`src/wcs_pkg.sv`:
```
package wcs_pkg;

   localparam int TIME_W     = 32;
   localparam int DUR_W      = 24;
   localparam int TEMP_W     = 16;
   localparam int SEC_W      = 15;
   localparam int MODE_W     = 3;
   localparam int CSR_IDX_W  = 3;
   localparam int CSR_DATA_W = 24;
   localparam int LVL_W      = 11;
   localparam int HYST_W     = 9;

   // signed width used for all temperature compares
   localparam int CMP_W = TEMP_W + 2;

   localparam int READY_HYST_DECI = 10;

   // ceil(d / 1000) = ((d + 999) >> 3) * ceil(2^29 / 125) >> 29, exact for d < 2^24
   localparam int RND_W      = DUR_W + 1;
   localparam int DIV_M_W    = RND_W - 3;
   localparam int RECIP_W    = 23;
   localparam int RECIP_SH   = 29;
   localparam int PROD_W     = DIV_M_W + RECIP_W;
   localparam logic [9:0]         ROUND_UP  = 10'd999;
   localparam logic [RECIP_W-1:0] RECIP_125 = 23'd4294968;

   typedef logic [MODE_W-1:0] mode_type;

   localparam mode_type MODE_STANDBY = 3'd0;
   localparam mode_type MODE_FILL    = 3'd1;
   localparam mode_type MODE_HEAT    = 3'd2;
   localparam mode_type MODE_READY   = 3'd3;
   localparam mode_type MODE_WASH    = 3'd4;
   localparam mode_type MODE_WAIT    = 3'd5;
   localparam mode_type MODE_RINSE   = 3'd6;
   localparam mode_type MODE_FINISH  = 3'd7;

   localparam logic [CSR_IDX_W-1:0] CSR_READY_TEMP   = 3'd0;
   localparam logic [CSR_IDX_W-1:0] CSR_HEAT_SETPT   = 3'd1;
   localparam logic [CSR_IDX_W-1:0] CSR_HEAT_HYST    = 3'd2;
   localparam logic [CSR_IDX_W-1:0] CSR_MIN_ON       = 3'd3;
   localparam logic [CSR_IDX_W-1:0] CSR_MIN_OFF      = 3'd4;
   localparam logic [CSR_IDX_W-1:0] CSR_WASH_MS      = 3'd5;
   localparam logic [CSR_IDX_W-1:0] CSR_WAIT_MS      = 3'd6;
   localparam logic [CSR_IDX_W-1:0] CSR_RINSE_MS     = 3'd7;

   localparam logic [LVL_W-1:0]  RST_READY_TEMP = 11'd550;
   localparam logic [LVL_W-1:0]  RST_HEAT_SETPT = 11'd650;
   localparam logic [HYST_W-1:0] RST_HEAT_HYST  = 9'd20;
   localparam logic [DUR_W-1:0]  RST_MIN_ON     = 24'd10000;
   localparam logic [DUR_W-1:0]  RST_MIN_OFF    = 24'd10000;
   localparam logic [DUR_W-1:0]  RST_WASH_MS    = 24'd600000;
   localparam logic [DUR_W-1:0]  RST_WAIT_MS    = 24'd60000;
   localparam logic [DUR_W-1:0]  RST_RINSE_MS   = 24'd300000;

   typedef struct packed {
      logic                     power_pressed;
      logic                     tank_full;
      logic                     boiler_full;
      logic                     door_closed;
      logic                     temp_valid;
      logic signed [TEMP_W-1:0] temperature;
      logic [TIME_W-1:0]        now_ms;
   } wcs_req_type;

   typedef struct packed {
      logic             tank_valve;
      logic             boiler_valve;
      logic             heater;
      logic             wash_pump;
      logic             rinse_pump;
      mode_type         mode;
      logic             water_ready;
      logic [SEC_W-1:0] remaining_sec;
   } wcs_rsp_type;

endpackage

```
`src/wcs_if.sv`:
```
interface wcs_req_if
   import wcs_pkg::*;
();
   logic        valid;
   logic        ready;
   wcs_req_type data;

   modport source (output valid, output data, input ready);
   modport sink   (input valid, input data, output ready);
endinterface

interface wcs_rsp_if
   import wcs_pkg::*;
();
   logic        valid;
   logic        ready;
   wcs_rsp_type data;

   modport source (output valid, output data, input ready);
   modport sink   (input valid, input data, output ready);
endinterface

```
`src/wash_cycle_sequencer_with_heater.sv`:
```
// Channel   Dir  Handshake      Payload
// req_chan  in   valid/ready    one control tick: switches, temperature, now_ms
// rsp_chan  out  valid/ready    valves, pumps, heater, mode, water_ready, remaining_sec
// csr_*     in   csr_we         register index and write data, no read-back
//
// Three register stages: input, sequencer/heater state update, output.
// One request per cycle while rsp_chan is ready; rsp valid is the output stage valid.
// Mode, heater and readiness state advance as a request leaves the input stage.
// The remaining-seconds divide is a reciprocal multiply in the last stage.
// Synchronous reset restores the register defaults and standby mode.
// A stalled rsp_chan backs up stage by stage; req_chan.ready drops only when all are full.
module wash_cycle_sequencer_with_heater
   import wcs_pkg::*;
(
   input  logic                  clock,
   input  logic                  reset,
   wcs_req_if.sink               req_chan,
   wcs_rsp_if.source             rsp_chan,
   input  logic                  csr_we,
   input  logic [CSR_IDX_W-1:0]  csr_index,
   input  logic [CSR_DATA_W-1:0] csr_wdata
);

   // configuration
   logic [LVL_W-1:0]  ready_temp_ff;
   logic [LVL_W-1:0]  heat_setpoint_ff;
   logic [HYST_W-1:0] heat_hysteresis_ff;
   logic [DUR_W-1:0]  heater_min_on_ff;
   logic [DUR_W-1:0]  heater_min_off_ff;
   logic [DUR_W-1:0]  wash_ms_ff;
   logic [DUR_W-1:0]  wait_ms_ff;
   logic [DUR_W-1:0]  rinse_ms_ff;

   always_ff @(posedge clock) begin
      if (reset) begin
         ready_temp_ff      <= RST_READY_TEMP;
         heat_setpoint_ff   <= RST_HEAT_SETPT;
         heat_hysteresis_ff <= RST_HEAT_HYST;
         heater_min_on_ff   <= RST_MIN_ON;
         heater_min_off_ff  <= RST_MIN_OFF;
         wash_ms_ff         <= RST_WASH_MS;
         wait_ms_ff         <= RST_WAIT_MS;
         rinse_ms_ff        <= RST_RINSE_MS;
      end else if (csr_we) begin
         unique case (csr_index)
            CSR_READY_TEMP: ready_temp_ff      <= csr_wdata[LVL_W-1:0];
            CSR_HEAT_SETPT: heat_setpoint_ff   <= csr_wdata[LVL_W-1:0];
            CSR_HEAT_HYST:  heat_hysteresis_ff <= csr_wdata[HYST_W-1:0];
            CSR_MIN_ON:     heater_min_on_ff   <= csr_wdata[DUR_W-1:0];
            CSR_MIN_OFF:    heater_min_off_ff  <= csr_wdata[DUR_W-1:0];
            CSR_WASH_MS:    wash_ms_ff         <= csr_wdata[DUR_W-1:0];
            CSR_WAIT_MS:    wait_ms_ff         <= csr_wdata[DUR_W-1:0];
            CSR_RINSE_MS:   rinse_ms_ff        <= csr_wdata[DUR_W-1:0];
            default: ;
         endcase
      end
   end

   // pipeline control
   logic        s0_valid_ff, s1_valid_ff, s2_valid_ff;
   logic        s0_ready, s1_ready, s2_ready;
   logic        s0_go, s1_go;
   wcs_req_type s0_data_ff;

   assign s2_ready       = !s2_valid_ff || rsp_chan.ready;
   assign s1_ready       = !s1_valid_ff || s2_ready;
   assign s0_ready       = !s0_valid_ff || s1_ready;
   assign s0_go          = s0_valid_ff && s1_ready;
   assign s1_go          = s1_valid_ff && s2_ready;
   assign req_chan.ready = s0_ready;

   always_ff @(posedge clock) begin
      if (reset) begin
         s0_valid_ff <= 1'b0;
         s1_valid_ff <= 1'b0;
         s2_valid_ff <= 1'b0;
      end else begin
         if (s0_ready) s0_valid_ff <= req_chan.valid;
         if (s1_ready) s1_valid_ff <= s0_valid_ff;
         if (s2_ready) s2_valid_ff <= s1_valid_ff;
      end
   end

   always_ff @(posedge clock) begin
      if (s0_ready && req_chan.valid) begin
         s0_data_ff <= req_chan.data;
      end
   end

   // sequencer and heater state
   mode_type          mode_ff, mode_in;
   logic [TIME_W-1:0] step_start_ff, step_start_in;
   logic              ready_flag_ff, ready_flag_in;
   logic              heater_ff, heater_in;
   logic [TIME_W-1:0] heater_change_ff, heater_change_in;
   logic              first_free_ff, first_free_in;

   mode_type           mode_pwr;
   logic [TIME_W-1:0]  start_pwr;
   logic [TIME_W-1:0]  elapsed;
   logic [TIME_W-1:0]  step_el;
   logic [TIME_W-1:0]  heat_el;
   logic               tanks_full;
   logic               seq_moved;
   logic signed [CMP_W-1:0] temp_x, ready_lvl, ready_low, setpt_x, restart_x;
   logic               safe, want, cut;
   logic [DUR_W-1:0]   min_ms;
   logic [DUR_W-1:0]   step_total;
   logic               rem_hit;
   logic [DUR_W-1:0]   rem_diff;
   logic [RND_W-1:0]   rem_round;

   assign temp_x    = {{(CMP_W-TEMP_W){s0_data_ff.temperature[TEMP_W-1]}},
                       s0_data_ff.temperature};
   assign ready_lvl = {{(CMP_W-LVL_W){1'b0}}, ready_temp_ff};
   assign ready_low = ready_lvl - CMP_W'(READY_HYST_DECI);
   assign setpt_x   = {{(CMP_W-LVL_W){1'b0}}, heat_setpoint_ff};
   assign restart_x = setpt_x - {{(CMP_W-HYST_W){1'b0}}, heat_hysteresis_ff};

   assign tanks_full = s0_data_ff.tank_full && s0_data_ff.boiler_full;

   always_comb begin
      // power press first: standby toggles with fill, anything else drops to standby
      mode_pwr  = mode_ff;
      start_pwr = step_start_ff;
      if (s0_data_ff.power_pressed) begin
         mode_pwr  = (mode_ff == MODE_STANDBY) ? MODE_FILL : MODE_STANDBY;
         start_pwr = s0_data_ff.now_ms;
      end
      elapsed = s0_data_ff.now_ms - start_pwr;

      if (!s0_data_ff.temp_valid) begin
         ready_flag_in = 1'b0;
      end else if (ready_flag_ff) begin
         ready_flag_in = !(temp_x < ready_low);
      end else begin
         ready_flag_in = (temp_x >= ready_lvl);
      end

      mode_in   = mode_pwr;
      seq_moved = 1'b0;
      unique case (mode_pwr)
         MODE_STANDBY: ;
         MODE_FILL: begin
            if (tanks_full) begin
               mode_in = MODE_HEAT; seq_moved = 1'b1;
            end
         end
         MODE_HEAT: begin
            if (ready_flag_in) begin
               mode_in = MODE_READY; seq_moved = 1'b1;
            end
         end
         MODE_READY: begin
            if (!ready_flag_in) begin
               mode_in = MODE_HEAT; seq_moved = 1'b1;
            end else if (s0_data_ff.door_closed && tanks_full) begin
               mode_in = MODE_WASH; seq_moved = 1'b1;
            end
         end
         MODE_WASH: begin
            if (!s0_data_ff.door_closed) begin
               mode_in = MODE_READY; seq_moved = 1'b1;
            end else if (elapsed >= {{(TIME_W-DUR_W){1'b0}}, wash_ms_ff}) begin
               mode_in = MODE_WAIT; seq_moved = 1'b1;
            end
         end
         MODE_WAIT: begin
            if (!s0_data_ff.door_closed) begin
               mode_in = MODE_READY; seq_moved = 1'b1;
            end else if (elapsed >= {{(TIME_W-DUR_W){1'b0}}, wait_ms_ff}) begin
               mode_in = MODE_RINSE; seq_moved = 1'b1;
            end
         end
         MODE_RINSE: begin
            if (!s0_data_ff.door_closed) begin
               mode_in = MODE_READY; seq_moved = 1'b1;
            end else if (elapsed >= {{(TIME_W-DUR_W){1'b0}}, rinse_ms_ff}) begin
               mode_in = MODE_FINISH; seq_moved = 1'b1;
            end
         end
         MODE_FINISH: begin
            if (!s0_data_ff.door_closed) begin
               mode_in = MODE_READY; seq_moved = 1'b1;
            end
         end
         default: ;
      endcase
      step_start_in = seq_moved ? s0_data_ff.now_ms : start_pwr;

      // heater: safety cut bypasses the min on time
      safe = (mode_in != MODE_STANDBY) && (mode_in != MODE_FILL)
             && s0_data_ff.boiler_full && s0_data_ff.temp_valid;
      if (!safe) begin
         want = 1'b0;
      end else if (heater_ff) begin
         want = (temp_x < setpt_x);
      end else begin
         want = (temp_x < restart_x);
      end
      cut     = !want && !safe;
      min_ms  = heater_ff ? heater_min_on_ff : heater_min_off_ff;
      heat_el = s0_data_ff.now_ms - heater_change_ff;

      heater_in        = heater_ff;
      heater_change_in = heater_change_ff;
      first_free_in    = first_free_ff;
      if ((want != heater_ff) &&
          (cut || first_free_ff || heat_el >= {{(TIME_W-DUR_W){1'b0}}, min_ms})) begin
         heater_in        = want;
         heater_change_in = s0_data_ff.now_ms;
         first_free_in    = 1'b0;
      end

      case (mode_in)
         MODE_WASH:  step_total = wash_ms_ff;
         MODE_WAIT:  step_total = wait_ms_ff;
         MODE_RINSE: step_total = rinse_ms_ff;
         default:    step_total = '0;
      endcase
      step_el   = seq_moved ? '0 : elapsed;
      rem_hit   = (step_total != '0) && (step_el < {{(TIME_W-DUR_W){1'b0}}, step_total});
      rem_diff  = step_total - step_el[DUR_W-1:0];
      rem_round = {1'b0, rem_diff} + {{(RND_W-10){1'b0}}, ROUND_UP};
   end

   always_ff @(posedge clock) begin
      if (reset) begin
         mode_ff          <= MODE_STANDBY;
         step_start_ff    <= '0;
         ready_flag_ff    <= 1'b0;
         heater_ff        <= 1'b0;
         heater_change_ff <= '0;
         first_free_ff    <= 1'b1;
      end else if (s0_go) begin
         mode_ff          <= mode_in;
         step_start_ff    <= step_start_in;
         ready_flag_ff    <= ready_flag_in;
         heater_ff        <= heater_in;
         heater_change_ff <= heater_change_in;
         first_free_ff    <= first_free_in;
      end
   end

   // stage 1: decoded outputs plus the rounded dividend
   wcs_rsp_type      s1_rsp_ff;
   logic             s1_rem_hit_ff;
   logic [RND_W-1:0] s1_round_ff;

   always_ff @(posedge clock) begin
      if (s0_go) begin
         s1_rsp_ff.tank_valve    <= (mode_in != MODE_STANDBY) && !s0_data_ff.tank_full;
         s1_rsp_ff.boiler_valve  <= (mode_in != MODE_STANDBY) && !s0_data_ff.boiler_full;
         s1_rsp_ff.heater        <= heater_in;
         s1_rsp_ff.wash_pump     <= (mode_in == MODE_WASH);
         s1_rsp_ff.rinse_pump    <= (mode_in == MODE_RINSE);
         s1_rsp_ff.mode          <= mode_in;
         s1_rsp_ff.water_ready   <= ready_flag_in;
         s1_rsp_ff.remaining_sec <= '0;
         s1_rem_hit_ff           <= rem_hit;
         s1_round_ff             <= rem_round;
      end
   end

   // stage 2: divide by 1000 as divide by 8, then reciprocal multiply for 125
   logic [DIV_M_W-1:0] div_m;
   logic [PROD_W-1:0]  div_prod;
   logic [SEC_W-1:0]   rem_sec;

   assign div_m    = s1_round_ff[RND_W-1:3];
   assign div_prod = {{RECIP_W{1'b0}}, div_m} * {{DIV_M_W{1'b0}}, RECIP_125};
   assign rem_sec  = s1_rem_hit_ff ? div_prod[RECIP_SH+SEC_W-1:RECIP_SH] : '0;

   wcs_rsp_type rsp_data_ff, rsp_data_in;

   always_comb begin
      rsp_data_in               = s1_rsp_ff;
      rsp_data_in.remaining_sec = rem_sec;
   end

   always_ff @(posedge clock) begin
      if (s1_go) begin
         rsp_data_ff <= rsp_data_in;
      end
   end

   assign rsp_chan.valid = s2_valid_ff;
   assign rsp_chan.data  = rsp_data_ff;

endmodule
```
`src/flat_wrapper.sv`:
```
// flat-port wrapper written by rule: the top's interface ports become plain ports
module wash_cycle_sequencer_with_heater_flat import wcs_pkg::*;
  (clock, reset, csr_we, csr_index, csr_wdata, req_chan_valid, req_chan_data, req_chan_ready, rsp_chan_valid, rsp_chan_data, rsp_chan_ready);
  wcs_req_if req_chan_i ();
  wcs_rsp_if rsp_chan_i ();
  input  logic clock;
  input  logic reset;
  input  logic csr_we;
  input  logic [CSR_IDX_W-1:0] csr_index;
  input  logic [CSR_DATA_W-1:0] csr_wdata;
  input wire logic [$bits(req_chan_i.valid)-1:0] req_chan_valid;
  input wire logic [$bits(req_chan_i.data)-1:0] req_chan_data;
  output wire logic [$bits(req_chan_i.ready)-1:0] req_chan_ready;
  output wire logic [$bits(rsp_chan_i.valid)-1:0] rsp_chan_valid;
  output wire logic [$bits(rsp_chan_i.data)-1:0] rsp_chan_data;
  input wire logic [$bits(rsp_chan_i.ready)-1:0] rsp_chan_ready;
  assign req_chan_i.valid = req_chan_valid;
  assign req_chan_i.data = req_chan_data;
  assign req_chan_ready = req_chan_i.ready;
  assign rsp_chan_valid = rsp_chan_i.valid;
  assign rsp_chan_data = rsp_chan_i.data;
  assign rsp_chan_i.ready = rsp_chan_ready;
  wash_cycle_sequencer_with_heater u_core (.clock(clock), .reset(reset), .req_chan(req_chan_i), .rsp_chan(rsp_chan_i), .csr_we(csr_we), .csr_index(csr_index), .csr_wdata(csr_wdata));
endmodule
```
`config.mk`:
```
export PLATFORM = sky130hd
export DESIGN_NAME = wash_cycle_sequencer_with_heater_flat
export DESIGN_NICKNAME = d
export VERILOG_FILES = /design/src/wcs_pkg.sv /design/src/wcs_if.sv /design/src/wash_cycle_sequencer_with_heater.sv /design/src/flat_wrapper.sv
export SDC_FILE = /design/constraint.sdc
export NUM_CORES = 1
export LEC_CHECK = 0
export BUFFER_PORTS_ARGS = -buffer_cell sky130_fd_sc_hd__buf_2
export CORE_MARGIN = 2
export CORE_UTILIZATION = 60
export DETAILED_ROUTE_END_ITERATION = 8
export PLACE_DENSITY = 0.78
export SLEW_MARGIN = 40
export SYNTH_ARGS = -nofsm -noshare
export SYNTH_HDL_FRONTEND = slang
export SYNTH_SLANG_ARGS = --single-unit
```
`constraint.sdc`:
```
create_clock -name clock -period 25.4 [get_ports clock]
set_input_delay 2.54 -clock clock [delete_from_list [all_inputs] [get_ports clock]]
set_output_delay 2.54 -clock clock [all_outputs]
set_load 0.03 [all_outputs]
```
==> summary.md <==
| Metric | Value |
|---|---|
| Avg Synthesized Cell Area | `8.73 µm²` |
| Worst Path Buf+Inv | `4` |
| Die W | `219 µm` |
| Crit path largest cell delay | `510 ps` |
| Cell taking the most area after synthesis | `ha_1` |
| Non-filler instance count after layout | `3868` |
| Yosys top cell area share | `20.1%` |
| H-tree levels | `2` |
| Most frequent cells after synthesis | `ha_1, nand2_1, inv_1` |
| Total GRT Usage | `31.0%` |
| Ys flop type | `dfxtp_1` |
| Data arrival, critical path | `10610 ps` |
| Clk sinks | `333` |
| Area growth syn-to-layout | `9.14%` |
| Total gr overflow | `0` |
| Warnings, synthesis | `0` |
| Status | `finished clean` |
| Final Max Tran Viols | `0` |
| Via density per instance | `5.88` |
| Diode count | `0` |
| FMAX | `97.0 MHz` |
| Slew headroom | `43.3%` |
| # resized after CTS | `0` |
| Vias in the first global route | `22700` |
| CTS hold repair buffers | `0` |
| Final wirelength | `73900 µm` |
| Max_cap viols | `0` |
| Chip height | `219 µm` |
| Iteration-0 DRC Markers | `1623` |
| Post-route minimum period | `10310 ps` |
| Leak Pwr | `13.8 nW` |
| Critical path class | `reg2reg` |
| Placed cells | `3797` |
| Root Buffer | `clkbuf_16` |
| Ports | `111` |
| Initial core utilization | `60.9%` |
| Worst Max-Slew Pin Slew | `851 ps` |
| Initial antenna violation count | `1` |
| CP top delay family | `compound AO/OA/AOI/OAI gates` |
| Async SR Flop Fraction | `0%` |
| Final-report hold violation count | `0` |
| TNS Setup | `0 ps` |
| Mapped Nets | `3796` |
| Num CTS Buffers | `38` |
| RSZ-0062 raised after global routing | `false` |
| Net count, final | `3869` |
| Sequential share of the synthesized area | `28.1%` |
| Synthesized area | `0.0276 mm²` |
| Routed length per placed instance | `19.1 µm` |
| Mapped Cells | `3165` |
| Pre-antenna DRT Iters | `5` |
| Seq cells post-synth | `333` |
| EDFF count, synth | `109` |
| Pwr Density | `124 mW/mm²` |
| Post-DP HPWL | `57400 µm` |
| Layout cell share with drive strength beyond 1 | `7.10%` |
| Worst Hold Class | `reg2reg` |
| Largest net degree at the start of global routing | `126` |
| Clock Pin Slew Worst Setup and Hold Paths | `70 ps` |
| Post-route ant nets | `0` |
| Startpoint Class | `register` |
| Area of the core | `0.0454 mm²` |
| # setup viols final | `0` |
| CP max-delay cell | `buf_4` |
| Fillers | `3750` |
| Most numerous cell in the Yosys netlist | `ha_1` |
| Synth top area cells | `ha_1, dfxtp_1, edfxtp_1` |
| Port buffer count | `110` |
| DR vias | `22800` |
| Number of cell rows | `78` |
| CTS Buffer Depth | `3` |
| Fin crit share | `40.6%` |
| Worst setup margin | `15090 ps` |
| Hold WS | `420 ps` |
| DR DRC count | `0` |
| Worst IR Drop VDD | `171 µV` |
| First-pass GRT wire length | `118000 µm` |
| Most frequent cell on the critical path | `a21oi_1` |
| Die Area | `0.0478 mm²` |
| Worst skew pair latency | `590 ps` |
| CTS tree | `done` |
| Highest fanout seen on the critical path | `41` |
| Worst EP required | `25700 ps` |
| Pre-CTS setup slack | `15210 ps` |
| Final Skew | `38.2 ps` |
| Gpl congestion | `1.01` |
| Setup Fix Bufs, Post-CTS | `0` |
| Synth cell types | `76` |
| Worst setup EP type | `register` |
-- sequential cells by signal (all words and copies together), names as in the netlist, 3 cells and up --
name                       cells
u_core.rsp_data_in             9
u_core.heater_change_ff       32
u_core.s1_round_ff            22
u_core.mode_ff                 3
u_core.heat_setpoint_ff       11
u_core.heater_min_on_ff       24
u_core.s0_data_ff             53
u_core.ready_temp_ff          11
u_core.rinse_ms_ff            24
u_core.heater_min_off_ff      24
u_core.rsp_chan.data          24
u_core.heat_hysteresis_ff      9
u_core.wait_ms_ff             24
u_core.wash_ms_ff             24
u_core.step_start_ff          32
-- worst register-to-register path, delay by kind of cell (launching register included) --
kind | cells | cell delay, ps
AND/OR/NAND/NOR | 14 | 2670
AO/OA/AOI/OAI | 16 | 3420
multiplexers | 2 | 720
buffers and inverters | 4 | 930
adder cells (fa/ha/maj) | 5 | 1360
flip-flops | 1 | 320
XOR/XNOR | 3 | 660
-- area by class of cell --
type / instances / area, µm² / share of cell area (%)
tap: 600 / 751 / 2.49
inverter: 406 / 1520 / 5.05
sequential: 333 / 7760 / 25.7
multi-input combinational: 2327 / 18000 / 59.7
timing repair buffer: 132 / 746 / 2.47
clock buffer: 60 / 1220 / 4.04
clock inverter: 10 / 149 / 0.493
-- per-stage QoR --
stage,power [W],cell area [µm²],util (%)
finish,0.00373,30200,66.5
detailed placement,0.00313,28800,63.4
floorplan,0.00254,27600,-
CTS,0.00374,30200,66.4
global route,0.00414,30200,66.5
global placement,0.00304,28700,63.3
-- where the power goes --
group | switching (W) | internal, W
registers | 0.0000443 | 0.000611
clock network | 0.000234 | 0.000354
logic | 0.00138 | 0.00111
total | 0.00166 | 0.00208
-- per-layer routing --
metal	global-route usage [%]	up-vias	part of all wire, %	wire [µm]
met5	0	-	0	0
met3	3.84	154	5.7	4210
met4	13.3	0	4.5	3360
li1	-	11000	-	-
met2	52.7	704	47	35000
met1	39.8	10900	42	31400
-- cell families after synthesis --
logic type	after synthesis	share of synthesized area (%)
and+or+nand+nor	885	14.6
adders and majority gates	546	27.5
DFF	333	28.1
buffers and inverters	505	6.99
muxes	118	4.29
AOI/OAI and AO/OA	671	15.2
xor gates and xnor gates	107	3.39
-- path summary, 6_finish.rpt --
path | start | end | slack (ps) | depth (start not counted)
max | u_core.s0_data_ff[52]$_DFFE_PP_ | u_core.s1_round_ff[22]$_DFFE_PP_ | 15090 | 44
min | u_core.rsp_data_in[17]$_DFFE_PP_ | u_core.rsp_chan.data[17]$_DFFE_PP_ | 420 | 0
max reg2reg | u_core.s0_data_ff[52]$_DFFE_PP_ | u_core.s1_round_ff[22]$_DFFE_PP_ | 15090 | 44
min reg2reg | u_core.rsp_data_in[17]$_DFFE_PP_ | u_core.rsp_chan.data[17]$_DFFE_PP_ | 420 | 0
-- cell usage in the layout, fill, tap and decap left out, drive strengths merged, types with 10 or more instances in the layout --
| cell type | synthesis | routed |
|---|---|---|
| dfxtp | 224 | 224 |
| nand3 | 39 | 39 |
| ha | 445 | 445 |
| a211o | 36 | 36 |
| mux2i | 115 | 115 |
| nand2 | 429 | 429 |
| nor3 | 35 | 35 |
| fa | 101 | 101 |
| nand3b | 26 | 26 |
| nand2b | 44 | 44 |
| nand4 | 34 | 34 |
| inv | 406 | 407 |
| o21a | 42 | 42 |
| nor2b | 33 | 33 |
| a21o | 61 | 61 |
| xnor2 | 66 | 66 |
| a211oi | 19 | 19 |
| o211ai | 20 | 20 |
| xor2 | 41 | 41 |
| clkbuf | 86 | 60 |
| and2 | 20 | 20 |
| edfxtp | 109 | 109 |
| a31oi | 16 | 16 |
| buf | 13 | 132 |
| nor2 | 168 | 168 |
| o21ai | 106 | 106 |
| a2bb2oi | 10 | 10 |
| a21oi | 284 | 284 |
(Power assumes the default switching activity.)
